**src/rtl/core/moe_swiglu_expert_ffn_macros.svh**
```systemverilog
// Assertion macros used by the top-level module to check this block.
`ifndef MOE_SWIGLU_EXPERT_FFN_MACROS_SVH
`define MOE_SWIGLU_EXPERT_FFN_MACROS_SVH

// Same-cycle implication, sampled on clk, off while arst_n is low.
`define MSEF_ASSERT_NOW(label, ante, cons, msg) \
	label: assert property (@(posedge clk) disable iff (!arst_n) (ante) |-> (cons)) \
		else $error(msg);

// Next-cycle implication.
`define MSEF_ASSERT_NEXT(label, ante, cons, msg) \
	label: assert property (@(posedge clk) disable iff (!arst_n) (ante) |=> (cons)) \
		else $error(msg);

`endif

```
**src/rtl/core/msef_pkg.sv**
```systemverilog
package msef_pkg;

	localparam int MAX_TOKENS  = 16;
	localparam int MAX_HIDDEN  = 64;
	localparam int MAX_INTER   = 64;
	localparam int MAX_EXPERTS = 8;
	localparam int MAX_TOPK    = 2;

	localparam int TOK_W   = $clog2(MAX_TOKENS);
	localparam int HID_W   = $clog2(MAX_HIDDEN);
	localparam int INTER_W = $clog2(MAX_INTER);
	localparam int EXP_W   = $clog2(MAX_EXPERTS);
	localparam int SLOT_W  = (MAX_TOPK > 1) ? $clog2(MAX_TOPK) : 1;
	localparam int IDX_W   = (HID_W > INTER_W) ? HID_W : INTER_W;

	localparam int TOK_AW   = TOK_W + HID_W;
	localparam int ROUTE_AW = TOK_W + SLOT_W;
	localparam int WGT_AW   = EXP_W + INTER_W + HID_W;
	localparam int OUT_AW   = TOK_W + HID_W;
	localparam int OUT_DEPTH = MAX_TOKENS * MAX_HIDDEN;

	// Configuration register indexes
	localparam logic [2:0] CFG_TOKENS  = 3'd0;
	localparam logic [2:0] CFG_HIDDEN  = 3'd1;
	localparam logic [2:0] CFG_INTER   = 3'd2;
	localparam logic [2:0] CFG_EXPERTS = 3'd3;
	localparam logic [2:0] CFG_TOPK    = 3'd4;
	localparam logic [2:0] CFG_ENABLE  = 3'd5;

	typedef enum logic [2:0] {
		OP_TOKEN = 3'd0,
		OP_ROUTE = 3'd1,
		OP_GATE  = 3'd2,
		OP_UP    = 3'd3,
		OP_DOWN  = 3'd4,
		OP_START = 3'd5,
		OP_READ  = 3'd6
	} opcode_t;

	typedef enum logic [3:0] {
		ST_CLEAR,
		ST_IDLE,
		ST_EXP,
		ST_RTRD,
		ST_RTCHK,
		ST_ADV,
		ST_GU,
		ST_GU_DR,
		ST_ACT,
		ST_ACT_DR,
		ST_DN,
		ST_DN_DR,
		ST_DONE
	} state_t;

	typedef enum logic [1:0] {
		K_GU,
		K_ACT,
		K_DN
	} mac_kind_t;

	typedef struct packed {
		opcode_t            opcode;
		logic [2:0]         expert_index;
		logic [3:0]         token_index;
		logic               slot_index;
		logic [5:0]         row_index;
		logic [5:0]         col_index;
		logic signed [15:0] data_value;
	} item_t;

	typedef struct packed {
		logic             valid;
		mac_kind_t        kind;
		logic             first;
		logic             last;
		logic [TOK_W-1:0] tok;
		logic [IDX_W-1:0] idx;
	} tag_t;

	typedef struct packed {
		tag_t                mac;
		logic [INTER_W-1:0]  kidx;
		logic [TOK_AW-1:0]   tok_addr;
		logic [WGT_AW-1:0]   wgt_addr;
		logic [ROUTE_AW-1:0] route_addr;
		logic                latch_w;
		logic                clr_we;
		logic [OUT_AW-1:0]   clr_addr;
		logic                load_en;
		logic                res_load_rd;
		logic                res_load_done;
	} cmd_t;

	typedef struct packed {
		logic       busy;
		logic [2:0] route_expert;
	} sts_t;

	typedef logic [255:0][12:0] sig_tab_t;

	// Shift-and-subtract quotient, used only while building the table.
	function automatic logic [63:0] udiv64(input logic [63:0] num, input logic [63:0] den);
		logic [63:0] quo;
		logic [64:0] rem;
		quo = '0;
		rem = '0;
		for (int b = 63; b >= 0; b--) begin
			rem = {rem[63:0], num[b]};
			if (rem >= {1'b0, den}) begin
				rem = rem - {1'b0, den};
				quo[b] = 1'b1;
			end
		end
		return quo;
	endfunction

	// Sigmoid table in Q0.12 over [-8,8), segments of 1/16, e^-x built in Q30.
	function automatic sig_tab_t build_sig();
		sig_tab_t   tab;
		logic [63:0] q;
		logic [63:0] den;
		logic [63:0] s;
		q = 64'd1040706261;
		for (int m = 0; m < 128; m++) begin
			den = (64'd1 << 30) + q;
			s = udiv64((64'd1 << 42) + (den >> 1), den);
			tab[128 + m] = s[12:0];
			tab[127 - m] = 13'(64'd4096 - s);
			q = (q * 64'd1008687096 + (64'd1 << 29)) >> 30;
		end
		return tab;
	endfunction

	localparam sig_tab_t SIG_TAB = build_sig();

	// Drop 12 fraction bits, round to nearest, ties away from zero.
	function automatic logic signed [28:0] rsh12(input logic signed [39:0] v);
		logic [39:0] mag;
		logic [28:0] m;
		mag = v[39] ? (~v + 40'd1) : v;
		mag = mag + 40'd2048;
		m = {1'b0, mag[39:12]};
		return v[39] ? -$signed(m) : $signed(m);
	endfunction

	function automatic logic signed [15:0] rsat16(input logic signed [39:0] v);
		logic signed [28:0] r;
		r = rsh12(v);
		if (r > 29'sd32767)
			return 16'sh7fff;
		else if (r < -29'sd32768)
			return 16'sh8000;
		return r[15:0];
	endfunction

	function automatic logic signed [31:0] sat32(input logic signed [32:0] v);
		if (v > 33'sd2147483647)
			return 32'sh7fffffff;
		else if (v < -33'sd2147483648)
			return 32'sh80000000;
		return v[31:0];
	endfunction

endpackage

```
**src/rtl/core/msef_ctrl.sv**
```systemverilog
module msef_ctrl (
	input  logic              clk,
	input  logic              arst_n,
	input  logic              req_valid,
	input  msef_pkg::opcode_t req_opcode,
	output logic              req_ready,
	output logic              rsp_valid,
	input  logic              rsp_ready,
	output logic              rsp_kind,
	input  logic              cfg_write_en,
	input  logic [2:0]        cfg_index,
	input  logic [7:0]        cfg_data,
	input  msef_pkg::sts_t    sts,
	output msef_pkg::cmd_t    cmd
);

	msef_pkg::state_t state_q, state_d;

	logic [4:0] tokens_q;
	logic [6:0] hidden_q, inter_q;
	logic [3:0] experts_q;
	logic [1:0] topk_q;
	logic [7:0] enable_q;

	logic [3:0]                     e_q, e_d;
	logic [msef_pkg::SLOT_W-1:0]    j_q, j_d;
	logic [msef_pkg::TOK_W-1:0]     t_q, t_d;
	logic [msef_pkg::INTER_W-1:0]   i_q, i_d;
	logic [msef_pkg::HID_W-1:0]     h_q, h_d, o_q, o_d;
	logic [msef_pkg::OUT_AW-1:0]    clr_q, clr_d;
	logic                           run_q, run_d, rd_pend_q, rd_pend_d;
	logic                           rsp_valid_q, rsp_valid_d, rsp_kind_q, rsp_kind_d;

	logic [4:0] nt;
	logic [6:0] nh, ni;
	logic [3:0] ne;
	logic [1:0] nk;
	logic       accept, h_last, i_last, o_last, skip, res_free;

	assign nt = (tokens_q  > 5'(msef_pkg::MAX_TOKENS))  ? 5'(msef_pkg::MAX_TOKENS)  : tokens_q;
	assign nh = (hidden_q  > 7'(msef_pkg::MAX_HIDDEN))  ? 7'(msef_pkg::MAX_HIDDEN)  : hidden_q;
	assign ni = (inter_q   > 7'(msef_pkg::MAX_INTER))   ? 7'(msef_pkg::MAX_INTER)   : inter_q;
	assign ne = (experts_q > 4'(msef_pkg::MAX_EXPERTS)) ? 4'(msef_pkg::MAX_EXPERTS) : experts_q;
	assign nk = (topk_q    > 2'(msef_pkg::MAX_TOPK))    ? 2'(msef_pkg::MAX_TOPK)    : topk_q;

	assign h_last = 7'(h_q) == nh - 7'd1;
	assign i_last = 7'(i_q) == ni - 7'd1;
	assign o_last = 7'(o_q) == nh - 7'd1;
	assign skip   = (e_q < 4'd8 && !enable_q[e_q[2:0]]) || nt == 5'd0 || nk == 2'd0 ||
		nh == 7'd0 || ni == 7'd0;
	assign res_free = !rsp_valid_q || rsp_ready;
	assign accept   = req_valid && req_ready;

	always_ff @(posedge clk or negedge arst_n) begin
		if (!arst_n) begin
			tokens_q  <= 5'd16;
			hidden_q  <= 7'd64;
			inter_q   <= 7'd64;
			experts_q <= 4'd8;
			topk_q    <= 2'd2;
			enable_q  <= 8'hff;
		end else if (cfg_write_en) begin
			case (cfg_index)
				msef_pkg::CFG_TOKENS:  tokens_q  <= cfg_data[4:0];
				msef_pkg::CFG_HIDDEN:  hidden_q  <= cfg_data[6:0];
				msef_pkg::CFG_INTER:   inter_q   <= cfg_data[6:0];
				msef_pkg::CFG_EXPERTS: experts_q <= cfg_data[3:0];
				msef_pkg::CFG_TOPK:    topk_q    <= cfg_data[1:0];
				msef_pkg::CFG_ENABLE:  enable_q  <= cfg_data;
				default: ;
			endcase
		end
	end

	always_ff @(posedge clk or negedge arst_n) begin
		if (!arst_n) begin
			state_q     <= msef_pkg::ST_CLEAR;
			e_q         <= '0;
			j_q         <= '0;
			t_q         <= '0;
			i_q         <= '0;
			h_q         <= '0;
			o_q         <= '0;
			clr_q       <= '0;
			run_q       <= 1'b0;
			rd_pend_q   <= 1'b0;
			rsp_valid_q <= 1'b0;
			rsp_kind_q  <= 1'b0;
		end else begin
			state_q     <= state_d;
			e_q         <= e_d;
			j_q         <= j_d;
			t_q         <= t_d;
			i_q         <= i_d;
			h_q         <= h_d;
			o_q         <= o_d;
			clr_q       <= clr_d;
			run_q       <= run_d;
			rd_pend_q   <= rd_pend_d;
			rsp_valid_q <= rsp_valid_d;
			rsp_kind_q  <= rsp_kind_d;
		end
	end

	always_comb begin
		state_d   = state_q;
		e_d       = e_q;
		j_d       = j_q;
		t_d       = t_q;
		i_d       = i_q;
		h_d       = h_q;
		o_d       = o_q;
		clr_d     = clr_q;
		run_d     = run_q;
		rd_pend_d = 1'b0;
		req_ready = 1'b0;
		cmd       = '0;
		cmd.mac.tok = t_q;

		case (state_q)
			msef_pkg::ST_CLEAR: begin
				cmd.clr_we   = 1'b1;
				cmd.clr_addr = clr_q;
				clr_d = clr_q + 1'b1;
				if (32'(clr_q) == msef_pkg::OUT_DEPTH - 1) begin
					clr_d = '0;
					if (run_q) begin
						run_d   = 1'b0;
						e_d     = '0;
						state_d = msef_pkg::ST_EXP;
					end else begin
						state_d = msef_pkg::ST_IDLE;
					end
				end
			end
			msef_pkg::ST_IDLE: begin
				req_ready   = !rd_pend_q && res_free;
				cmd.load_en = accept;
				if (accept) begin
					case (req_opcode)
						msef_pkg::OP_START: begin
							run_d   = 1'b1;
							state_d = msef_pkg::ST_CLEAR;
						end
						msef_pkg::OP_READ: rd_pend_d = 1'b1;
						default: ;
					endcase
				end
			end
			msef_pkg::ST_EXP: begin
				if (e_q >= ne) begin
					state_d = msef_pkg::ST_DONE;
				end else if (skip) begin
					e_d = e_q + 4'd1;
				end else begin
					j_d     = '0;
					t_d     = '0;
					state_d = msef_pkg::ST_RTRD;
				end
			end
			msef_pkg::ST_RTRD: begin
				cmd.route_addr = {t_q, j_q};
				state_d = msef_pkg::ST_RTCHK;
			end
			msef_pkg::ST_RTCHK: begin
				cmd.latch_w = 1'b1;
				if ({1'b0, sts.route_expert} == e_q) begin
					i_d     = '0;
					h_d     = '0;
					state_d = msef_pkg::ST_GU;
				end else begin
					state_d = msef_pkg::ST_ADV;
				end
			end
			msef_pkg::ST_ADV: begin
				if ({1'b0, t_q} == nt - 5'd1) begin
					t_d = '0;
					if ({1'b0, j_q} == nk - 2'd1) begin
						j_d     = '0;
						e_d     = e_q + 4'd1;
						state_d = msef_pkg::ST_EXP;
					end else begin
						j_d     = j_q + 1'b1;
						state_d = msef_pkg::ST_RTRD;
					end
				end else begin
					t_d     = t_q + 1'b1;
					state_d = msef_pkg::ST_RTRD;
				end
			end
			msef_pkg::ST_GU: begin
				cmd.mac.valid = 1'b1;
				cmd.mac.kind  = msef_pkg::K_GU;
				cmd.mac.first = h_q == '0;
				cmd.mac.last  = h_last;
				cmd.mac.idx   = msef_pkg::IDX_W'(i_q);
				cmd.tok_addr  = {t_q, h_q};
				cmd.wgt_addr  = {e_q[msef_pkg::EXP_W-1:0], i_q, h_q};
				if (h_last) begin
					h_d = '0;
					if (i_last) begin
						i_d     = '0;
						state_d = msef_pkg::ST_GU_DR;
					end else begin
						i_d = i_q + 1'b1;
					end
				end else begin
					h_d = h_q + 1'b1;
				end
			end
			msef_pkg::ST_GU_DR: begin
				if (!sts.busy) begin
					state_d = msef_pkg::ST_ACT;
				end
			end
			msef_pkg::ST_ACT: begin
				cmd.mac.valid = 1'b1;
				cmd.mac.kind  = msef_pkg::K_ACT;
				cmd.mac.idx   = msef_pkg::IDX_W'(i_q);
				if (i_last) begin
					i_d     = '0;
					state_d = msef_pkg::ST_ACT_DR;
				end else begin
					i_d = i_q + 1'b1;
				end
			end
			msef_pkg::ST_ACT_DR: begin
				if (!sts.busy) begin
					o_d     = '0;
					i_d     = '0;
					state_d = msef_pkg::ST_DN;
				end
			end
			msef_pkg::ST_DN: begin
				cmd.mac.valid = 1'b1;
				cmd.mac.kind  = msef_pkg::K_DN;
				cmd.mac.first = i_q == '0;
				cmd.mac.last  = i_last;
				cmd.mac.idx   = msef_pkg::IDX_W'(o_q);
				cmd.kidx      = i_q;
				cmd.wgt_addr  = {e_q[msef_pkg::EXP_W-1:0], o_q, i_q};
				if (i_last) begin
					i_d = '0;
					if (o_last) begin
						o_d     = '0;
						state_d = msef_pkg::ST_DN_DR;
					end else begin
						o_d = o_q + 1'b1;
					end
				end else begin
					i_d = i_q + 1'b1;
				end
			end
			msef_pkg::ST_DN_DR: begin
				if (!sts.busy) begin
					state_d = msef_pkg::ST_ADV;
				end
			end
			msef_pkg::ST_DONE: begin
				if (res_free) begin
					cmd.res_load_done = 1'b1;
					state_d = msef_pkg::ST_IDLE;
				end
			end
			default: state_d = msef_pkg::ST_IDLE;
		endcase

		cmd.res_load_rd = rd_pend_q;
		rsp_valid_d = (rsp_valid_q && !rsp_ready) || cmd.res_load_rd || cmd.res_load_done;
		rsp_kind_d  = rsp_kind_q;
		if (cmd.res_load_rd) begin
			rsp_kind_d = 1'b0;
		end else if (cmd.res_load_done) begin
			rsp_kind_d = 1'b1;
		end
	end

	assign rsp_valid = rsp_valid_q;
	assign rsp_kind  = rsp_kind_q;

endmodule

```
**config.mk**
```make
export PLATFORM = sky130hd
export DESIGN_NAME = msef_ctrl
export DESIGN_NICKNAME = d
export VERILOG_FILES = /design/src/rtl/core/moe_swiglu_expert_ffn_macros.svh /design/src/rtl/core/msef_pkg.sv /design/src/rtl/core/msef_ctrl.sv
export SDC_FILE = /design/constraint.sdc
export NUM_CORES = 1
export LEC_CHECK = 0
export BUFFER_PORTS_ARGS = -buffer_cell sky130_fd_sc_hd__buf_2
export CAP_MARGIN = 5
export CORE_MARGIN = 3
export CORE_UTILIZATION = 40
export CTS_BUF_LIST = sky130_fd_sc_hd__clkbuf_4 sky130_fd_sc_hd__clkbuf_8 sky130_fd_sc_hd__clkbuf_16
export CTS_CLUSTER_DIAMETER = 120
export DETAILED_ROUTE_END_ITERATION = 10
export SYNTH_ARGS = -nofsm -noshare
export SYNTH_HDL_FRONTEND = slang
export SYNTH_SLANG_ARGS = --single-unit
```
**constraint.sdc**
```tcl
create_clock -name clk -period 5.3 [get_ports clk]
set_input_delay 0 -clock clk [delete_from_list [all_inputs] [get_ports clk]]
set_output_delay 0 -clock clk [all_outputs]
set_load 0.05 [all_outputs]
```
# Yosys cells after proc, flatten, opt, wreduce, memory -nomap -nowiden
# Cells that the tools add are included.
[classes] n_reduce_logical=46 magnitude_cmp=8 n_mux=75 n_eq_ne=46 addsub=11
[ops] operator="2-to-1 mux 4 bit" count=25
[ops] operator="case mux 4 bit (13 select lines)" count=1
[ops] operator="2-to-1 mux 6 bit" count=8
[ops] operator="!= test 2 bit, second input constant" count=18
[ops] operator="case mux 6 bit (2 select lines)" count=3
[ops] operator="case mux 15 bit (2 select lines)" count=1
[ops] operator="case mux 6 bit (4 select lines)" count=1
[ops] operator="equality test 6 x 7 -> 1 bit" count=3
[ops] operator="equality test 4 bit, second input constant" count=5
[ops] operator="2-to-1 mux 10 bit" count=2
[ops] operator="2-to-1 mux 1 bit" count=19
[ops] operator="adder 6 x 1 -> 6 bit, second input constant" count=3
[ops] operator="equality test 4 x 3 -> 1 bit, second input constant" count=4
[ops] operator="> comparator 7 bit, second input constant" count=2
[ops] operator="logical NOT 7 bit" count=2
[ops] operator="2-to-1 mux 7 bit" count=2
[ops] operator="AND reduction 2 bit" count=7
[ops] operator="subtractor 7 x 1 -> 7 bit, second input constant" count=2
[ops] operator="AND reduction 13 bit" count=1
[ops] operator="equality test 3 bit, second input constant" count=4
[ops] operator="logical NOT 6 bit" count=2
[ops] operator="case mux 4 bit (3 select lines)" count=1
[ops] operator="AND reduction 4 bit" count=3
[ops] operator="2-to-1 mux 11 bit" count=1
[ops] operator="other kinds (41)" count=66
[totals] out_inout_bits=69 in_bits=23 register_bits=78

# Depth between registers and ports, before layout
[depth] ltp_word=11 ltp_mapped=12 ltp_nobuf=11

# Worst setup path before layout
# OpenSTA, ideal clock, no wires.
[synth_timing] kind="register to register" startpoint="reg inter_q[6]" endpoint="reg state_q[3]" setup_ns=0.128 path_buffers=2 synth_period_minus_slack_ns=3.204 arrival_ns=3.077 path_slack_ns=2.096 stages_incl_launch_ff=13 cell_sequence="dfstp_2 -> clkbuf_1 -> nand2b_1 -> ha_1 -> or4b_2 -> o211ai_1 -> xor2_1 -> nor3_1 -> o2bb2ai_1 -> and4_1 -> buf_6 -> mux2i_1 -> nand3_1"
[synth_via] elab_chain_len=6 word_cells_on_any_way=11 classes_between="add/sub: 1; order compare: 1; eq/ne: 5; mux: 1; reduce/logical: 3"
[synth_rtl] element="start, declared" line="msef_ctrl.sv:20" text="logic [6:0] hidden_q, inter_q;"
[synth_rtl] element="start signal, assigned" line="msef_ctrl.sv:66" text="msef_pkg::CFG_INTER: inter_q <= cfg_data[6:0];"
[synth_rtl] element="> comparator 7 bit" line="msef_ctrl.sv:42" text="assign ni = (inter_q > 7'(msef_pkg::MAX_INTER)) ? 7'(msef_pkg::MAX_INTER) : inter_q;"
[synth_rtl] element="2-to-1 mux 7 bit *" line="msef_ctrl.sv:42"
[synth_rtl] element="subtractor 7 x 1 -> 7 bit / logical NOT 7 bit (equally long branches)" line="msef_ctrl.sv:47, msef_ctrl.sv:50"
[synth_rtl] element="equality test 6 x 7 -> 1 bit / logical OR 1 bit (equally long branches)" line="msef_ctrl.sv:47, msef_ctrl.sv:50"
[synth_rtl] element="!= test 2 bit (no line) / != test 3 bit (equally long branches)"
[synth_rtl] element="AND reduction 13 bit (no line) *"
[synth_rtl] element="end signal, assigned" line="msef_ctrl.sv:77" text="state_q <= msef_pkg::ST_CLEAR;"
[synth_rtl] element="end signal, assigned" line="msef_ctrl.sv:90" text="state_q <= state_d;"
[synth_rtl] element="end, declared" line="msef_ctrl.sv:17" text="msef_pkg::state_t state_q, state_d;"
# Mark *: on every way between the ends. The rest lies on a longest branch, timed or not.
# A chain may end at the register's enable or synchronous reset.

# Worst setup path after layout
# Ends and elaborated chain as after synthesis.

==> impl_metrics.env <==
export IMPL_grt_first_pass_wirelength_mm=23.3
export IMPL_drc=0
export IMPL_slew_headroom_pct=22.6
export IMPL_endpoint_kind="register"
export IMPL_worstSetupPathType="register to register"
export IMPL_rsz0062_at_grt="false"
export IMPL_synth_compound_gate_area_share_pct=15.3
export IMPL_h_tree_depth=3
export IMPL_num_rows=41
export IMPL_cts_inserted_buffers=9
export IMPL_grt_pass1_vias=4526
export IMPL_min_path_type="primary input to register"
export IMPL_routed_wl_mm=13.9
export IMPL_die_w_um=121
export IMPL_io_pins=92
export IMPL_synthMuxAreaShare_pct=9.06
export IMPL_syn_avg_cell_area_um2=9.28
export IMPL_syn_instance_count=568
export IMPL_grt_max_degree=79
export IMPL_maxCapViolCount=0
export IMPL_drive_gt1_share_pct=28.7
export IMPL_dp_hpwl_mm=10.3
export IMPL_die_area_mm2=0.0146
export IMPL_synthArstFlopShare_pct=100
export IMPL_wl_per_cell_um=16.7
export IMPL_powerDensity_mw_per_mm2=486
export IMPL_clockRootBuffer="clkbuf_16"
export IMPL_clock_sinks=78
export IMPL_rrSetupSlack_ps=1740
export IMPL_areaGrowthSynthToFinish_pct=18.5
export IMPL_slew_violations=0
export IMPL_die_h_um=121
export IMPL_antenna_left=0
export IMPL_overflow=0
export IMPL_synth_edf_count=0
export IMPL_ys_ff_latch=78
export IMPL_nNetsFinal=697
export IMPL_dp_cells=807
export IMPL_core_area_mm2=0.0128
export IMPL_hold_viol=0
export IMPL_via_count=4645
export IMPL_cts_setup_buffers=0
export IMPL_critPathArrivalTime_ps=3800
export IMPL_clk_latency_ps=350
export IMPL_start_kind="register"
export IMPL_synth_area_mm2=0.00527
export IMPL_syn_num_nets=608
export IMPL_drt_first_iter_violations=366
export IMPL_n_antenna_cell=0
export IMPL_finalNonFillerCells=834
export IMPL_gp_congestion=0.840
export IMPL_leakage_uw=0.00289
export IMPL_initial_core_util_pct=41.3
export IMPL_synth_top_flop_cell="dfrtp_1"
export IMPL_antenna_found_initial=0
export IMPL_n_fill_cell=1221
export IMPL_yosysUniqueCellTypes=77
export IMPL_clock_path_buffers=2
export IMPL_cts_tree="built"
export IMPL_firstDrtPassIters=5
export IMPL_power_uw=3040
export IMPL_skew_ps=5.05
export IMPL_ys_seq_area_share_pct=37.3
export IMPL_vias_per_cell=5.57
export IMPL_grt_usage_pct=20.2
export IMPL_period_minus_slack_ps=3560
export IMPL_yosys_warnings=0
export IMPL_path_clk_slew_ps=60
export IMPL_worst_slew_pin_slew_ps=1140
export IMPL_synthAdderAreaFrac_pct=4.03
export IMPL_timing_final_crit_share_pct=67.2
export IMPL_status="finished, final reports clean"
export IMPL_synth_xor_area_share_pct=4.82
export IMPL_crit_required_ps=5530
export IMPL_yosys_area_share_simple_pct=25.1
export IMPL_fin_setup_tns_ps=0
export IMPL_synth_top_family_by_area="simple AND/OR/NAND/NOR gates"
export IMPL_setup_viol=0
export IMPL_port_buffers=91
export IMPL_max_freq_mhz=281
export IMPL_ir_drop_uv=251
export IMPL_crit_fanout=11
==> cell families after synthesis <==
kind of cell,after synthesis
AO/OA/AOI/OAI,116
XOR/XNOR,29
adder cells (fa/ha/maj),17
buffers and inverters,44
flip-flops,78
multiplexers,41
AND/OR/NAND/NOR,243
==> stage by stage <==
stage	util, %	instance area, um^2	hold WS [ps]	setup slack [ps]
after detailed placement	45.4	5800	238	1800
after global placement	45.4	5800	235	1930
after floorplan	-	5270	-296	2100
after CTS	48.9	6250	10.1	1750
after global routing	48.9	6250	23.6	1360
final	48.9	6250	29.9	1740
==> worst paths after layout <==
kind                                        start                 endpoint  depth (start not counted)
max                        inter_q[6]$_DFFE_PN1P_   state_q[3]$_DFFE_PN0P_                         10
min                                   cfg_data[0]  hidden_q[0]$_DFFE_PN0P_                          2
max reg2reg                inter_q[6]$_DFFE_PN1P_   state_q[3]$_DFFE_PN0P_                         10
min reg2reg                   rd_pend_q$_DFF_PN0_     rsp_kind$_DFFE_PN0P_                          1
max in group asynchronous                  arst_n   inter_q[0]$_DFFE_PN0P_                          2
min in group asynchronous                  arst_n       i_q[3]$_DFFE_PN0P_                          2
==> cell type report <==
class | instances | area, um^2 | area share [%]
Tap cell | 172 | 215 | 3.44
Timing Repair Buffer | 105 | 591 | 9.45
Multi-Input combinational cell | 446 | 3070 | 49.2
Clock buffer | 9 | 225 | 3.60
Clock inverter | 7 | 113 | 1.80
Inverter | 17 | 63.8 | 1.02
Sequential cell | 78 | 1970 | 31.5
==> power breakdown <==
group          internal, uW  switching [uW]  leakage (uW)  total, uW
sequential              755             263      0.000977       1020
clock                   457             249      0.000165        706
combinational           499             816       0.00175       1310
==> worst max-delay path, stage by stage, from the launching register on <==
cell and delay, ps:
dfstp_2 610, nand2b_1 200, ha_1 280, or4b_2 610, o211ai_1 130, xor2_1 90, nor3_1 370, o2bb2ai_1 330
and4_1 470, mux2i_1 250, nand3_1 90
==> routing by layer <==
| layer | vias up | wire, um | share of wire (%) | track usage [%] |
|---|---|---|---|---|
| met5 | - | 0 | 0 | 0 |
| met4 | 0 | 181 | 1.3 | 5.95 |
| met3 | 16 | 696 | 5.0 | 4.40 |
| met2 | 124 | 6700 | 48 | 32.2 |
| met1 | 2274 | 6360 | 46 | 27.5 |
| li1 | 2231 | - | - | - |
==> state kept, by name, indices dropped and copies added, names as in the netlist, 5 cells and up <==
signal,flops
hidden_q,7
inter_q,7
i_q,6
clr_q,10
tokens_q,5
enable_q,8
o_q,6
h_q,6
==> synth_stat cells (3+ instances only) <==
| library cell | instances | area [um^2] |
|---|---|---|
| or2_2 | 5 | 31.3 |
| mux2i_1 | 5 | 50.1 |
| nand2b_1 | 16 | 100 |
| or4_1 | 3 | 22.5 |
| dfstp_2 | 13 | 342 |
| a22oi_1 | 3 | 22.5 |
| and3_1 | 14 | 87.6 |
| nor2b_1 | 12 | 75.1 |
| a22o_1 | 10 | 87.6 |
| nand2_1 | 53 | 199 |
| or3_1 | 3 | 18.8 |
| inv_1 | 16 | 60.1 |
| dfrtp_1 | 65 | 1630 |
| nand3_1 | 24 | 120 |
| nor3b_1 | 4 | 30.0 |
| nor2_1 | 45 | 169 |
| nand4_1 | 5 | 31.3 |
| o31ai_1 | 9 | 67.6 |
| clkbuf_1 | 15 | 56.3 |
| and2_1 | 15 | 93.8 |
| or3_2 | 3 | 22.5 |
| a21oi_1 | 15 | 75.1 |
| nor4b_1 | 4 | 35.0 |
| buf_6 | 3 | 33.8 |
| buf_4 | 3 | 22.5 |
| a21o_1 | 3 | 22.5 |
| clkbuf_8 | 3 | 41.3 |
| o21ai_0 | 41 | 205 |
| nor4_1 | 4 | 25.0 |
| nor3_1 | 16 | 80.1 |
| buf_2 | 3 | 15.0 |
| mux2_2 | 34 | 383 |
| o22ai_1 | 6 | 37.5 |
| xor2_1 | 14 | 123 |
| a31oi_1 | 3 | 18.8 |
| ha_1 | 17 | 213 |
| xnor2_1 | 15 | 131 |
==> repair_timing <==
action                    in CTS  in global routing
hold buffers                  11                  0
resized for setup              0                  0
hold endpoints to repair      90                  0
==> cell usage in the layout, fill, tap and decap left out, drive strengths merged, types with 9 or more instances in the layout <==
master,netlist,layout
dfstp,13,13
nand2b,16,16
o31ai,9,9
inv,16,16
o21ai,43,43
a22o,11,11
and3,16,16
nor3,17,17
buf,9,94
nand2,53,53
clkbuf,18,9
dlygate4sd3,0,11
xor2,14,14
xnor2,15,15
nor2b,12,12
nand3,24,24
mux2,34,34
nor2,45,45
dfrtp,65,65
a21oi,17,17
and2,16,16
ha,17,17
Note: power is estimated with default switching activity, not from simulation.
